File: src/rtl/rgcd_pkg.sv
// ----------------------------------------------------------------------------
// rgcd_pkg
// Shared types and constants for the fraction arithmetic block with gcd
// reduction: operation and status codes, controller states and the
// command and status groups between controller and datapath.
// ----------------------------------------------------------------------------
package rgcd_pkg;

    // Default operand width and fixed field widths.
    localparam int DEF_OPERAND_WIDTH = 16;
    localparam int KIND_W            = 3;
    localparam int RES_W             = 32;
    localparam int STATUS_W          = 2;
    localparam int OUT_FIELDS_W      = 2 * RES_W + STATUS_W + 2;
    localparam int OUT_TDATA_W       = ((OUT_FIELDS_W + 7) / 8) * 8;

    // Largest result magnitude; larger values saturate here.
    localparam logic [RES_W-1:0] RES_MAX = 32'h7FFF_FFFF;

    // Operation codes carried with each input item.
    typedef enum logic [KIND_W-1:0] {
        KIND_ADD = 3'd0,
        KIND_SUB = 3'd1,
        KIND_MUL = 3'd2,
        KIND_DIV = 3'd3,
        KIND_CMP = 3'd4
    } kind_t;

    // Result status codes.
    typedef enum logic [STATUS_W-1:0] {
        STAT_OK        = 2'd0,
        STAT_DIV_ZERO  = 2'd1,
        STAT_ZERO_DEN  = 2'd2
    } status_t;

    // Which of the three products the shared multiplier forms.
    typedef enum logic [1:0] {
        MSEL_P = 2'd0,
        MSEL_Q = 2'd1,
        MSEL_D = 2'd2
    } mul_sel_t;

    // Controller states.
    typedef enum logic [3:0] {
        S_IDLE,
        S_MUL_P,
        S_MUL_Q,
        S_MUL_D,
        S_COMBINE,
        S_GCD,
        S_DIV_NUM,
        S_LOAD_DEN,
        S_DIV_DEN,
        S_FINISH
    } state_t;

    // Commands from the controller to the datapath.
    typedef struct packed {
        logic     load;
        logic     mul_en;
        mul_sel_t mul_sel;
        logic     combine;
        logic     gcd_step;
        logic     div_init_num;
        logic     div_init_den;
        logic     div_step;
        logic     out_load;
    } dp_cmd_t;

    // Status from the datapath to the controller.
    typedef struct packed {
        logic skip;
        logic gcd_done;
    } dp_stat_t;

endpackage

File: src/rtl/rational_arithmetic_gcd_reduce.sv
// ----------------------------------------------------------------------------
// rational_arithmetic_gcd_reduce
// Signed fraction add, subtract, multiply, divide and exact compare, with the
// arithmetic results reduced by the gcd of numerator and denominator.
// ----------------------------------------------------------------------------
// Sequence: compare, error and unused-code items go from the products straight
//   to the result; other items also run the binary gcd loop and the
//   one-bit-per-cycle divider for the numerator and then the denominator.
// Throughput: one item at a time; the next item is taken while a result waits.
// Reset: aresetn (synchronous, active low) clears the controller and m_tvalid.
module rational_arithmetic_gcd_reduce
    import rgcd_pkg::*;
#(
    parameter int OPERAND_WIDTH = DEF_OPERAND_WIDTH
) (
    input  logic                                     aclk,
    input  logic                                     aresetn,
    input  logic                                     s_tvalid,
    output logic                                     s_tready,
    // s_tdata: a_num, a_den, b_num, b_den (OPERAND_WIDTH bits each), zero pad.
    input  logic [((4*OPERAND_WIDTH+7)/8)*8-1:0]     s_tdata,
    // s_tuser: kind.
    input  logic [KIND_W-1:0]                        s_tuser,
    output logic                                     m_tvalid,
    input  logic                                     m_tready,
    // m_tdata: res_num, res_den, status, is_less, is_greater, zero pad.
    output logic [OUT_TDATA_W-1:0]                   m_tdata
);

    localparam int W = OPERAND_WIDTH;

    dp_cmd_t                 cmd;
    dp_stat_t                stat;
    logic signed [W-1:0]     a_num, a_den, b_num, b_den;
    logic signed [RES_W-1:0] res_num, res_den;
    logic [STATUS_W-1:0]     status;
    logic                    is_less, is_greater;

    // Unpack the input item.
    assign a_num = s_tdata[0*W +: W];
    assign a_den = s_tdata[1*W +: W];
    assign b_num = s_tdata[2*W +: W];
    assign b_den = s_tdata[3*W +: W];

    rgcd_ctrl #(
        .OPERAND_WIDTH(OPERAND_WIDTH)
    ) u_ctrl (
        .aclk     (aclk),
        .aresetn  (aresetn),
        .s_tvalid (s_tvalid),
        .s_tready (s_tready),
        .m_tvalid (m_tvalid),
        .m_tready (m_tready),
        .cmd      (cmd),
        .stat     (stat)
    );

    rgcd_dp #(
        .OPERAND_WIDTH(OPERAND_WIDTH)
    ) u_dp (
        .aclk       (aclk),
        .cmd        (cmd),
        .stat       (stat),
        .kind       (s_tuser),
        .a_num      (a_num),
        .a_den      (a_den),
        .b_num      (b_num),
        .b_den      (b_den),
        .res_num    (res_num),
        .res_den    (res_den),
        .status     (status),
        .is_less    (is_less),
        .is_greater (is_greater)
    );

    // Pack the result item.
    assign m_tdata = OUT_TDATA_W'({is_greater, is_less, status, res_den, res_num});

endmodule

File: src/rtl/rgcd_dp.sv
// ----------------------------------------------------------------------------
// rgcd_dp
// Datapath: operand magnitudes and signs, one shared multiplier, the signed
// cross-product sum, a binary gcd unit, a shared restoring divider and the
// result register.
// ----------------------------------------------------------------------------
module rgcd_dp
    import rgcd_pkg::*;
#(
    parameter int OPERAND_WIDTH = DEF_OPERAND_WIDTH
) (
    input  logic                            aclk,
    input  dp_cmd_t                         cmd,
    output dp_stat_t                        stat,
    input  logic [KIND_W-1:0]               kind,
    input  logic signed [OPERAND_WIDTH-1:0] a_num,
    input  logic signed [OPERAND_WIDTH-1:0] a_den,
    input  logic signed [OPERAND_WIDTH-1:0] b_num,
    input  logic signed [OPERAND_WIDTH-1:0] b_den,
    output logic signed [RES_W-1:0]         res_num,
    output logic signed [RES_W-1:0]         res_den,
    output logic [STATUS_W-1:0]             status,
    output logic                            is_less,
    output logic                            is_greater
);

    localparam int W  = OPERAND_WIDTH;
    localparam int MW = 2 * W;
    localparam int KW = $clog2(MW + 1);
    localparam int XW = (MW > RES_W) ? MW : RES_W;

    // Magnitude of a signed operand; the most negative code maps correctly.
    function automatic logic [W-1:0] mag(input logic signed [W-1:0] x);
        logic [W-1:0] ux;
        ux = x;
        return x[W-1] ? (W'(0) - ux) : ux;
    endfunction

    // Saturate a magnitude and apply its sign.
    function automatic logic [RES_W-1:0] enc(input logic neg, input logic [MW-1:0] m);
        logic [XW-1:0]    e;
        logic [RES_W-1:0] s;
        e = XW'(m);
        if (e > XW'(RES_MAX)) begin
            s = RES_MAX;
        end else begin
            s = e[RES_W-1:0];
        end
        return neg ? (RES_W'(0) - s) : s;
    endfunction

    // Operand registers.
    logic [KIND_W-1:0] kind_reg;
    logic [W-1:0]      an_m_reg, ad_m_reg, bn_m_reg, bd_m_reg;
    logic              an_s_reg, ad_s_reg, bn_s_reg, bd_s_reg;
    logic              zden_reg, bnz_reg;

    // Products, combined terms, gcd and divider registers.
    logic [MW-1:0] p_reg, q_reg, d_reg;
    logic [MW-1:0] nm_reg, dm_reg;
    logic          nneg_reg, dneg_reg, less_reg, greater_reg;
    logic [MW-1:0] u_reg, v_reg, g_reg;
    logic [KW-1:0] k_reg;
    logic [MW-1:0] rem_reg, quo_reg, nq_reg;

    // Result registers.
    logic signed [RES_W-1:0] res_num_reg, res_den_reg;
    logic [STATUS_W-1:0]     status_reg;
    logic                    less_out_reg, greater_out_reg;

    // Decoded operation.
    logic is_mul, is_sub, is_addsub, is_cmp, is_div, bad_kind, div_zero;
    assign is_mul    = (kind_reg == KIND_MUL);
    assign is_sub    = (kind_reg == KIND_SUB);
    assign is_addsub = (kind_reg == KIND_ADD) || (kind_reg == KIND_SUB);
    assign is_cmp    = (kind_reg == KIND_CMP);
    assign is_div    = (kind_reg == KIND_DIV);
    assign bad_kind  = (kind_reg > KIND_CMP);
    assign div_zero  = is_div && bnz_reg;

    assign stat.skip     = bad_kind || zden_reg || div_zero || is_cmp;
    assign stat.gcd_done = (u_reg == '0) || (v_reg == '0);

    // Capture the operands of an accepted item.
    always_ff @(posedge aclk) begin
        if (cmd.load) begin
            kind_reg <= kind;
            an_m_reg <= mag(a_num);
            ad_m_reg <= mag(a_den);
            bn_m_reg <= mag(b_num);
            bd_m_reg <= mag(b_den);
            an_s_reg <= a_num[W-1];
            ad_s_reg <= a_den[W-1];
            bn_s_reg <= b_num[W-1];
            bd_s_reg <= b_den[W-1];
            zden_reg <= (a_den == '0) || (b_den == '0);
            bnz_reg  <= (b_num == '0);
        end
    end

    // Shared multiplier operand selection.
    logic [W-1:0]  mul_a, mul_b;
    logic [MW-1:0] prod;

    always_comb begin
        mul_a = ad_m_reg;
        mul_b = bd_m_reg;
        unique case (cmd.mul_sel)
            MSEL_P: begin
                mul_a = an_m_reg;
                mul_b = is_mul ? bn_m_reg : bd_m_reg;
            end
            MSEL_Q: begin
                mul_a = ad_m_reg;
                mul_b = is_mul ? bd_m_reg : bn_m_reg;
            end
            MSEL_D: begin
                mul_a = ad_m_reg;
                mul_b = bd_m_reg;
            end
            default: begin
                mul_a = ad_m_reg;
                mul_b = bd_m_reg;
            end
        endcase
    end

    assign prod = {{W{1'b0}}, mul_a} * {{W{1'b0}}, mul_b};

    always_ff @(posedge aclk) begin
        if (cmd.mul_en) begin
            case (cmd.mul_sel)
                MSEL_P:  p_reg <= prod;
                MSEL_Q:  q_reg <= prod;
                default: d_reg <= prod;
            endcase
        end
    end

    // Sign-magnitude combination of the products, and the exact compare.
    logic          p_nz, q_nz, psign, qsign, pn, qn, p_ge_q, p_gt_q;
    logic [MW-1:0] sm;
    logic          sneg;
    logic [MW-1:0] nm_next, dm_next;
    logic          nneg_next, dneg_next, lneg, rneg, less_next, greater_next;

    always_comb begin
        p_nz   = (p_reg != '0);
        q_nz   = (q_reg != '0);
        psign  = an_s_reg ^ (is_mul ? bn_s_reg : bd_s_reg);
        qsign  = ad_s_reg ^ (is_mul ? bd_s_reg : bn_s_reg);
        pn     = psign & p_nz;
        qn     = (qsign ^ is_sub) & q_nz;
        p_ge_q = (p_reg >= q_reg);
        p_gt_q = (p_reg > q_reg);

        if (pn == qn) begin
            sm   = p_reg + q_reg;
            sneg = pn;
        end else if (p_ge_q) begin
            sm   = p_reg - q_reg;
            sneg = pn;
        end else begin
            sm   = q_reg - p_reg;
            sneg = qn;
        end
        sneg = sneg & (sm != '0);

        nm_next   = is_addsub ? sm : p_reg;
        nneg_next = is_addsub ? sneg : pn;
        dm_next   = is_addsub ? d_reg : q_reg;
        dneg_next = is_addsub ? (ad_s_reg ^ bd_s_reg) : qsign;

        // Both sides scaled by the positive denominators.
        lneg = (an_s_reg ^ ad_s_reg) & p_nz;
        rneg = (bn_s_reg ^ bd_s_reg) & q_nz;
        if (lneg != rneg) begin
            less_next    = lneg;
            greater_next = rneg;
        end else if (lneg) begin
            less_next    = p_gt_q;
            greater_next = !p_ge_q;
        end else begin
            less_next    = !p_ge_q;
            greater_next = p_gt_q;
        end
    end

    // Binary gcd: one shift or one subtract per cycle.
    logic [MW-1:0] g_val;
    assign g_val = (u_reg | v_reg) << k_reg;

    always_ff @(posedge aclk) begin
        if (cmd.combine) begin
            nm_reg      <= nm_next;
            dm_reg      <= dm_next;
            nneg_reg    <= nneg_next;
            dneg_reg    <= dneg_next;
            less_reg    <= less_next;
            greater_reg <= greater_next;
            u_reg       <= nm_next;
            v_reg       <= dm_next;
            k_reg       <= '0;
        end else if (cmd.gcd_step) begin
            if (!u_reg[0] && !v_reg[0]) begin
                u_reg <= u_reg >> 1;
                v_reg <= v_reg >> 1;
                k_reg <= k_reg + KW'(1);
            end else if (!u_reg[0]) begin
                u_reg <= u_reg >> 1;
            end else if (!v_reg[0]) begin
                v_reg <= v_reg >> 1;
            end else if (u_reg >= v_reg) begin
                u_reg <= u_reg - v_reg;
            end else begin
                v_reg <= v_reg - u_reg;
            end
        end
    end

    // Restoring divider, one quotient bit per cycle, shared by both terms.
    logic [MW:0] trial;
    assign trial = {rem_reg, quo_reg[MW-1]} - {1'b0, g_reg};

    always_ff @(posedge aclk) begin
        if (cmd.div_init_num) begin
            g_reg   <= g_val;
            rem_reg <= '0;
            quo_reg <= nm_reg;
        end else if (cmd.div_init_den) begin
            nq_reg  <= quo_reg;
            rem_reg <= '0;
            quo_reg <= dm_reg;
        end else if (cmd.div_step) begin
            if (!trial[MW]) begin
                rem_reg <= trial[MW-1:0];
                quo_reg <= {quo_reg[MW-2:0], 1'b1};
            end else begin
                rem_reg <= {rem_reg[MW-2:0], quo_reg[MW-1]};
                quo_reg <= {quo_reg[MW-2:0], 1'b0};
            end
        end
    end

    // Result register.
    always_ff @(posedge aclk) begin
        if (cmd.out_load) begin
            res_num_reg     <= '0;
            res_den_reg     <= '0;
            status_reg      <= STAT_OK;
            less_out_reg    <= 1'b0;
            greater_out_reg <= 1'b0;
            if (bad_kind) begin
                status_reg <= STAT_OK;
            end else if (zden_reg) begin
                status_reg <= STAT_ZERO_DEN;
            end else if (div_zero) begin
                status_reg <= STAT_DIV_ZERO;
            end else if (is_cmp) begin
                less_out_reg    <= less_reg;
                greater_out_reg <= greater_reg;
            end else begin
                res_num_reg <= enc(nneg_reg, nq_reg);
                res_den_reg <= enc(dneg_reg, quo_reg);
            end
        end
    end

    assign res_num    = res_num_reg;
    assign res_den    = res_den_reg;
    assign status     = status_reg;
    assign is_less    = less_out_reg;
    assign is_greater = greater_out_reg;

endmodule

File: src/rtl/rgcd_ctrl.sv
// ----------------------------------------------------------------------------
// rgcd_ctrl
// Controller: sequences the products, the gcd loop and the two divisions,
// and owns the input ready and the result valid.
// ----------------------------------------------------------------------------
module rgcd_ctrl
    import rgcd_pkg::*;
#(
    parameter int OPERAND_WIDTH = DEF_OPERAND_WIDTH
) (
    input  logic     aclk,
    input  logic     aresetn,
    input  logic     s_tvalid,
    output logic     s_tready,
    output logic     m_tvalid,
    input  logic     m_tready,
    output dp_cmd_t  cmd,
    input  dp_stat_t stat
);

    localparam int MW = 2 * OPERAND_WIDTH;
    localparam int CW = $clog2(MW);

    state_t        state_reg, state_next;
    logic [CW-1:0] cnt_reg, cnt_next;
    logic          m_tvalid_reg, m_tvalid_next;
    logic          out_free, last_bit, in_accept;

    assign out_free  = !m_tvalid_reg || m_tready;
    assign last_bit  = (cnt_reg == CW'(MW - 1));
    assign in_accept = s_tvalid && (state_reg == S_IDLE);

    // Next state.
    always_comb begin
        state_next = state_reg;
        unique case (state_reg)
            S_IDLE:     if (s_tvalid) state_next = S_MUL_P;
            S_MUL_P:    state_next = S_MUL_Q;
            S_MUL_Q:    state_next = S_MUL_D;
            S_MUL_D:    state_next = S_COMBINE;
            S_COMBINE:  state_next = stat.skip ? S_FINISH : S_GCD;
            S_GCD:      if (stat.gcd_done) state_next = S_DIV_NUM;
            S_DIV_NUM:  if (last_bit) state_next = S_LOAD_DEN;
            S_LOAD_DEN: state_next = S_DIV_DEN;
            S_DIV_DEN:  if (last_bit) state_next = S_FINISH;
            S_FINISH:   if (out_free) state_next = S_IDLE;
            default:    state_next = S_IDLE;
        endcase
    end

    // Datapath commands.
    always_comb begin
        cmd          = '0;
        cmd.mul_sel  = MSEL_P;
        cmd.load     = in_accept;
        unique case (state_reg)
            S_MUL_P: begin
                cmd.mul_en  = 1'b1;
                cmd.mul_sel = MSEL_P;
            end
            S_MUL_Q: begin
                cmd.mul_en  = 1'b1;
                cmd.mul_sel = MSEL_Q;
            end
            S_MUL_D: begin
                cmd.mul_en  = 1'b1;
                cmd.mul_sel = MSEL_D;
            end
            S_COMBINE:  cmd.combine = 1'b1;
            S_GCD: begin
                cmd.gcd_step     = !stat.gcd_done;
                cmd.div_init_num = stat.gcd_done;
            end
            S_DIV_NUM:  cmd.div_step = 1'b1;
            S_LOAD_DEN: cmd.div_init_den = 1'b1;
            S_DIV_DEN:  cmd.div_step = 1'b1;
            S_FINISH:   cmd.out_load = out_free;
            default:    cmd.load = in_accept;
        endcase
    end

    // Bit counter for the divider and result valid.
    always_comb begin
        cnt_next = '0;
        if ((state_reg == S_DIV_NUM) || (state_reg == S_DIV_DEN)) begin
            cnt_next = last_bit ? '0 : (cnt_reg + CW'(1));
        end
        m_tvalid_next = m_tvalid_reg;
        if (cmd.out_load) begin
            m_tvalid_next = 1'b1;
        end else if (m_tready) begin
            m_tvalid_next = 1'b0;
        end
    end

    always_ff @(posedge aclk) begin
        if (!aresetn) begin
            state_reg    <= S_IDLE;
            cnt_reg      <= '0;
            m_tvalid_reg <= 1'b0;
        end else begin
            state_reg    <= state_next;
            cnt_reg      <= cnt_next;
            m_tvalid_reg <= m_tvalid_next;
        end
    end

    assign s_tready = (state_reg == S_IDLE);
    assign m_tvalid = m_tvalid_reg;

endmodule
File: config.mk
export PLATFORM = sky130hd
export DESIGN_NAME = rational_arithmetic_gcd_reduce
export DESIGN_NICKNAME = d
export VERILOG_FILES = /design/src/rtl/rgcd_pkg.sv /design/src/rtl/rational_arithmetic_gcd_reduce.sv /design/src/rtl/rgcd_dp.sv /design/src/rtl/rgcd_ctrl.sv
export SDC_FILE = /design/constraint.sdc
export NUM_CORES = 2
export LEC_CHECK = 0
export BUFFER_PORTS_ARGS = -buffer_cell sky130_fd_sc_hd__buf_4
export CAP_MARGIN = 40
export CORE_MARGIN = 2
export CORE_UTILIZATION = 55
export CTS_CLUSTER_SIZE = 30
export DETAILED_ROUTE_END_ITERATION = 10
export GPL_TIMING_DRIVEN = 0
export PLACE_DENSITY_LB_ADDON = 0.3
export SETUP_SLACK_MARGIN = 0.1
export SLEW_MARGIN = 40
export SYNTH_ARGS = -nofsm -noshare
export SYNTH_HDL_FRONTEND = slang
export SYNTH_SLANG_ARGS = --single-unit
export TNS_END_PERCENT = 30
File: constraint.sdc
create_clock -name aclk -period 20.1 [get_ports aclk]
set_clock_uncertainty 0.05 [all_clocks]
set_input_delay 4.02 -clock aclk [delete_from_list [all_inputs] [get_ports aclk]]
set_output_delay 4.02 -clock aclk [all_outputs]
set_load 0.05 [all_outputs]
* Yosys cells after proc, flatten, opt, wreduce, memory -nomap -nowiden
Cells that the tools add are included.
** Operators by class
- $add $sub $neg :: 14
- $mul :: 1
- Order comparisons :: 6
- Equal/unequal tests :: 25
- Shift-type cells :: 1
- Muxes and demuxes :: 70
- Bitwise gates (word level) :: 17
- Reductions and logical operators :: 47
** Operators by type and width (number)
- $mux 32 :: 34
- $sub 32x32->32 :: 4
- $reduce_bool 32->1 :: 3
- $ge 32x32->1 :: 2
- $gt 32x31->1 const B :: 2
- $logic_not 32->1 :: 2
- $sub 1x16->16 const A :: 4
- $sub 1x32->32 const A :: 2
- $mux 15 :: 4
- $logic_not 16->1 :: 3
- $mux 16 :: 3
- $pmux 4 s10 :: 1
- $sub 33x32->33 :: 1
- $add 32x32->32 :: 1
- $gt 32x32->1 :: 1
- $mul 16x16->32 :: 1
- $or 32x32->32 :: 1
- $pmux 16 s2 :: 1
- $shl 32x6->32 :: 1
- $mux 4 :: 6
- $mux 1 :: 18
- $eq 4x3->1 const B :: 4
- $ne 4x4->1 const B :: 3
- $reduce_and 2->1 :: 6
- other kinds (33) :: 73
** Storage, ports and cells
- Register bits :: 513
- Input bits :: 71
- Output and inout port bits :: 74
- Logic and storage cells :: 223

* Logic depth before layout (Yosys ltp)
- Depth after elaboration :: 10
- Mapped depth :: 34

* By module
Synthesis repeated with hierarchy kept, for this count alone.
** Unflattened totals
- Cells, all modules :: 4682
- Area, all modules :: 43247.7 um^2
** By module, submodules not included
- rgcd_dp :: instances 1, cells each 4602, area each 42597.1 um^2
- rgcd_ctrl :: instances 1, cells each 73, area each 601.8 um^2
- rational_arithmetic_gcd_reduce :: instances 1, cells each 7, area each 48.8 um^2

* Worst setup path after synthesis
No wires, ideal clock.
- Path kind :: input-to-reg
- Start point :: input s_tvalid
- End point :: register u_dp.ad_m_reg[0] (enable)
- Data arrival time :: 10932 ps
- Path slack :: 8434 ps
- Stages on the path :: 2
- Buffers on the path :: 0
- Cells stage by stage :: inv_1 -> nor4_1
** RTL lines
- from (decl) :: line rational_arithmetic_gcd_reduce.sv:18 : input logic s_tvalid,
- to (signal assigned) :: line rgcd_dp.sv:89 : ad_m_reg <= mag(a_den);
- to (decl) :: line rgcd_dp.sv:54 : logic [W-1:0] an_m_reg, ad_m_reg, bn_m_reg, bd_m_reg;

* Worst setup path after layout
- Start point :: register u_ctrl.state_reg[1]
- End point :: register u_dp.d_reg[28], data pin
** Between the ends
- Cells in the longest elaborated chain, start to end :: 5
- Elaborated cells between the ends (all ways) :: 9
- Those cells by class :: mul: 1; eq/ne: 4; mux: 3; reduce/logical: 1
** RTL lines
- from (decl) :: line rgcd_ctrl.sv:24 : state_t state_reg, state_next;
- from (signal assigned) :: line rgcd_ctrl.sv:102 : state_reg <= state_next;
- $eq 4x2->1 / $eq 4x1->1 (equally long branches) :: line rgcd_ctrl.sv:56 : unique case (state_reg)
- $pmux 3 s3 (*) :: line rgcd_ctrl.sv:56
- $eq 2x1->1 / $logic_not 2->1 (equally long branches) :: line rgcd_dp.sv:108 : unique case (cmd.mul_sel)
- $pmux 16 s2 / $mux 16 (equally long branches) :: line rgcd_dp.sv:108
- $mul 16x16->32 (*) :: line rgcd_dp.sv:128 : assign prod = {{W{1'b0}}, mul_a} * {{W{1'b0}}, mul_b};
- net u_dp.prod[28] :: line rgcd_dp.sv:103 : logic [MW-1:0] prod;
- to (signal assigned) :: line rgcd_dp.sv:135 : default: d_reg <= prod;
- to (decl) :: line rgcd_dp.sv:59 : logic [MW-1:0] p_reg, q_reg, d_reg;
The timed path passes the listed nets; every way through them passes the cells marked *.
A chain may end at the register's enable or synchronous reset.

==> run_results.csv <==
group,metric,value,unit
grt,antenna_found_initial,7,
synthesis,yosysMostFrequentCell,"nor2_1",
setup_path,critPathCaptureType,"flop",
grt,grt_pass1_wl,228000,µm
setup_path,cp_common_cell,"fa_1",
setup_path,crit_arrival,10.99,ns
drt,vias_per_cell,6.34,
drt,remaining_drc_errors,0,
grt,met3_usage,0.0939,
flow_run,max_cap_violations,0,
setup_path,startpoint,"u_ctrl.state_reg[1]",
setup_path,slowest_delay,0.78,ns
clocking,clk_latency,0.65,ns
drt,detailedRoute.firstPassIterationCount,8,
synthesis,yosysTopAreaCell,"edfxtp_1",
die,floorplan.die_area,82200,µm²
setup_path,reg2reg_slack,9.38,ns
synthesis,yosys.area_share.simple,0.154,
clocking,cts_root_buf,"clkbuf_16",
drt,routed-via-count,38493,
place,port_buffers,140,
synthesis,synthFlopType,"edfxtp_1",
synthesis,synth_seq_area_share,0.340,
synthesis,synth_warnings,0,
synthesis,synth_top_family_by_area,"adder cells",
finish,layout.cells.non_filler,6076,
die,die_h,287,µm
sta,setup_viol,0,
clocking,clk_pin_slew,0.06,ns
drt,ant_nets,0,
synthesis,ys_ff_latch,513,
clocking,post_cts_buffers,0,
setup_path,path_max_fanout,10,
clocking,post_cts_resized,0,
clocking,cts_max_level,2,
clocking,cts_tree,"done",
grt,grt_usage,0.369,
clocking,cts_made_buffers,56,
run_status,outcome,"finished, final reports clean",
setup_path,required,20.37,ns
clocking,clk_path_buf_depth,3,
setup_path,r2r-end,"u_dp.d_reg[28]",
place,dpl.cell_count,5968,
synthesis,synth_common_cells,"nor2_1 (534), inv_1 (491), edfxtp_1 (465), nand2_1 (451), ha_1 (334)",
sta,finalCriticalPeriod,10.72,ns
grt,grt_max_degree,42,
sta,fmax,93.3,MHz
die,initial_core_util,0.556,
grt,grt_use_met1,0.520,
sta,hold_viol_final,0,
finish,layout.nets,5581,
synthesis,synth_compound_area_frac,0.171,
place,dp_hpwl,125000,µm
drt,drt-initial-drc-count,4847,
drt,drt-total-wl,153000,µm
synthesis,syn_area,43900,µm²
synthesis,synthMuxAreaShare,0.0417,
sta,min_period_over_period,0.533,
synthesis,synth_edf_count,465,
die,chipWidth,287,µm
synthesis,synthCells,4748,
sta,worst_slew_pin_slew,1.08,ns
sta,maxSlewHeadroom,0.278,
clocking,cts_hold_buf,0,
sta,setup-tns-final,0,ns
finish,drive_above_1_share,0.0896,
grt,use_met2,0.554,
sta,drv_slew,0,
drt,wire_per_inst,25.2,µm
synthesis,synth.area.top_cells,"edfxtp_1 (32%), ha_1 (9.5%), fa_1 (9.1%)",
setup_path,critical_path_class,"reg -> reg",
synthesis,synth_fa_ha_area_frac,0.186,
sta,hold_slack,0.394,ns
grt,grt_pass1_vias,36527,
synthesis,synth_xor_area_frac,0.0434,
synthesis,synth_top_area_frac,0.318,
die,io_pins,145,
setup_path,rr_worst_depth,28,
worst_hold_path,min_path_type,"reg -> reg",
setup_path,cp-start-kind,"flop",
grt,grt_overflow_total,0,
setup_path,critPathCapture,"u_dp.d_reg[28]",
place,place_congestion,1.05,
sta,rsz0062_at_grt,"false",
setup_path,r2r_start,"u_ctrl.state_reg[1]",
grt,busiest_layer,"met2",
clocking,clock-sinks,513,
synthesis,syn_area_per_cell,9.25,µm²
synthesis,yosysUniqueCellTypes,100,
finish,syn_to_final_growth,11.1,%
die,fp.coreArea,79000,µm²
die,rows,103,
setup_path,cp_slowest_cell,"mux2i_1",
synthesis,synthArstFlopShare,0,
## worst min path at each step
stage / start / to / slack, ns / cells after the start
3_3_place_gp: u_ctrl.cnt_reg[0] / u_ctrl.cnt_reg[0] / 0.38 / 1
3_5_place_dp: u_ctrl.cnt_reg[0] / u_ctrl.cnt_reg[0] / 0.39 / 1
5_1_grt: u_ctrl.cnt_reg[0] / u_ctrl.cnt_reg[0] / 0.42 / 1
6_report: u_ctrl.cnt_reg[0] / u_ctrl.cnt_reg[0] / 0.39 / 1
4_1_cts: u_ctrl.cnt_reg[0] / u_ctrl.cnt_reg[0] / 0.40 / 1
2_1_floorplan: u_ctrl.cnt_reg[0] / u_ctrl.cnt_reg[0] / 0.37 / 1
## worst max-delay path, delay by kind of cell (launching register included)
| kind | cells | cell delay (ns) |
|---|---|---|
| compound gates | 7 | 2.42 |
| xor+xnor | 1 | 0.68 |
| fa+ha+maj | 7 | 2.93 |
| buf+inv | 6 | 1.70 |
| flops | 1 | 0.31 |
| mux | 2 | 1.33 |
| simple gates | 5 | 0.95 |
## placed cells by master, fill, tap and decap left out, types with 45 or more instances in the layout
| master | netlist | final |
|---|---|---|
| nor2_1 | 534 | 531 |
| inv_1 | 491 | 491 |
| xnor2_1 | 189 | 188 |
| a21oi_1 | 325 | 325 |
| nor3_1 | 88 | 88 |
| mux2i_1 | 101 | 88 |
| a211oi_1 | 69 | 68 |
| dfxtp_1 | 48 | 48 |
| nor4_1 | 72 | 67 |
| nand2_1 | 451 | 450 |
| o21ai_0 | 222 | 201 |
| o31ai_1 | 57 | 53 |
| o21bai_1 | 58 | 58 |
| mux2_2 | 45 | 45 |
| edfxtp_1 | 465 | 465 |
| ha_1 | 334 | 334 |
| fa_1 | 200 | 200 |
| clkbuf_1 | 167 | 171 |
| clkbuf_16 | 0 | 56 |
| buf_4 | 14 | 156 |
| a21o_1 | 62 | 62 |
## final cells by class
cell class | count | area, µm²
fill | 6791 | 30200
multi-input combinational | 3525 | 26400
sequential | 513 | 14900
inverter | 493 | 1850
clock buffer | 67 | 1470
timing repair buffer | 167 | 1330
tap | 1050 | 1310
buffer | 220 | 962
clock inverter | 39 | 541
antenna | 2 | 5.00
## through the flow
step,setup slack (ns),instance area (µm²),utilization
5_1_grt,8.85,48800,0.618
4_1_cts,9.55,48800,0.617
3_3_place_gp,5.68,46300,0.586
6_report,9.38,48800,0.618
2_1_floorplan,8.43,43900,-
3_5_place_dp,9.60,46700,0.592
## routing by layer
metal,vias to the layer above,wire length [µm],part of all wire
li1,17251,-,-
met1,18559,62000,0.40
met2,2313,66000,0.43
met3,358,19400,0.13
met4,12,5960,0.039
met5,-,71,0.00046
## cells by family after synthesis
kind of cell | Yosys count
flops | 513
mux | 163
compound gates | 1136
buf+inv | 713
fa+ha+maj | 534
simple gates | 1471
other cells | 1
xor+xnor | 217
Power is not shown: default switching activity piles up to over one toggle a cycle in this logic, so the estimate is an artifact.
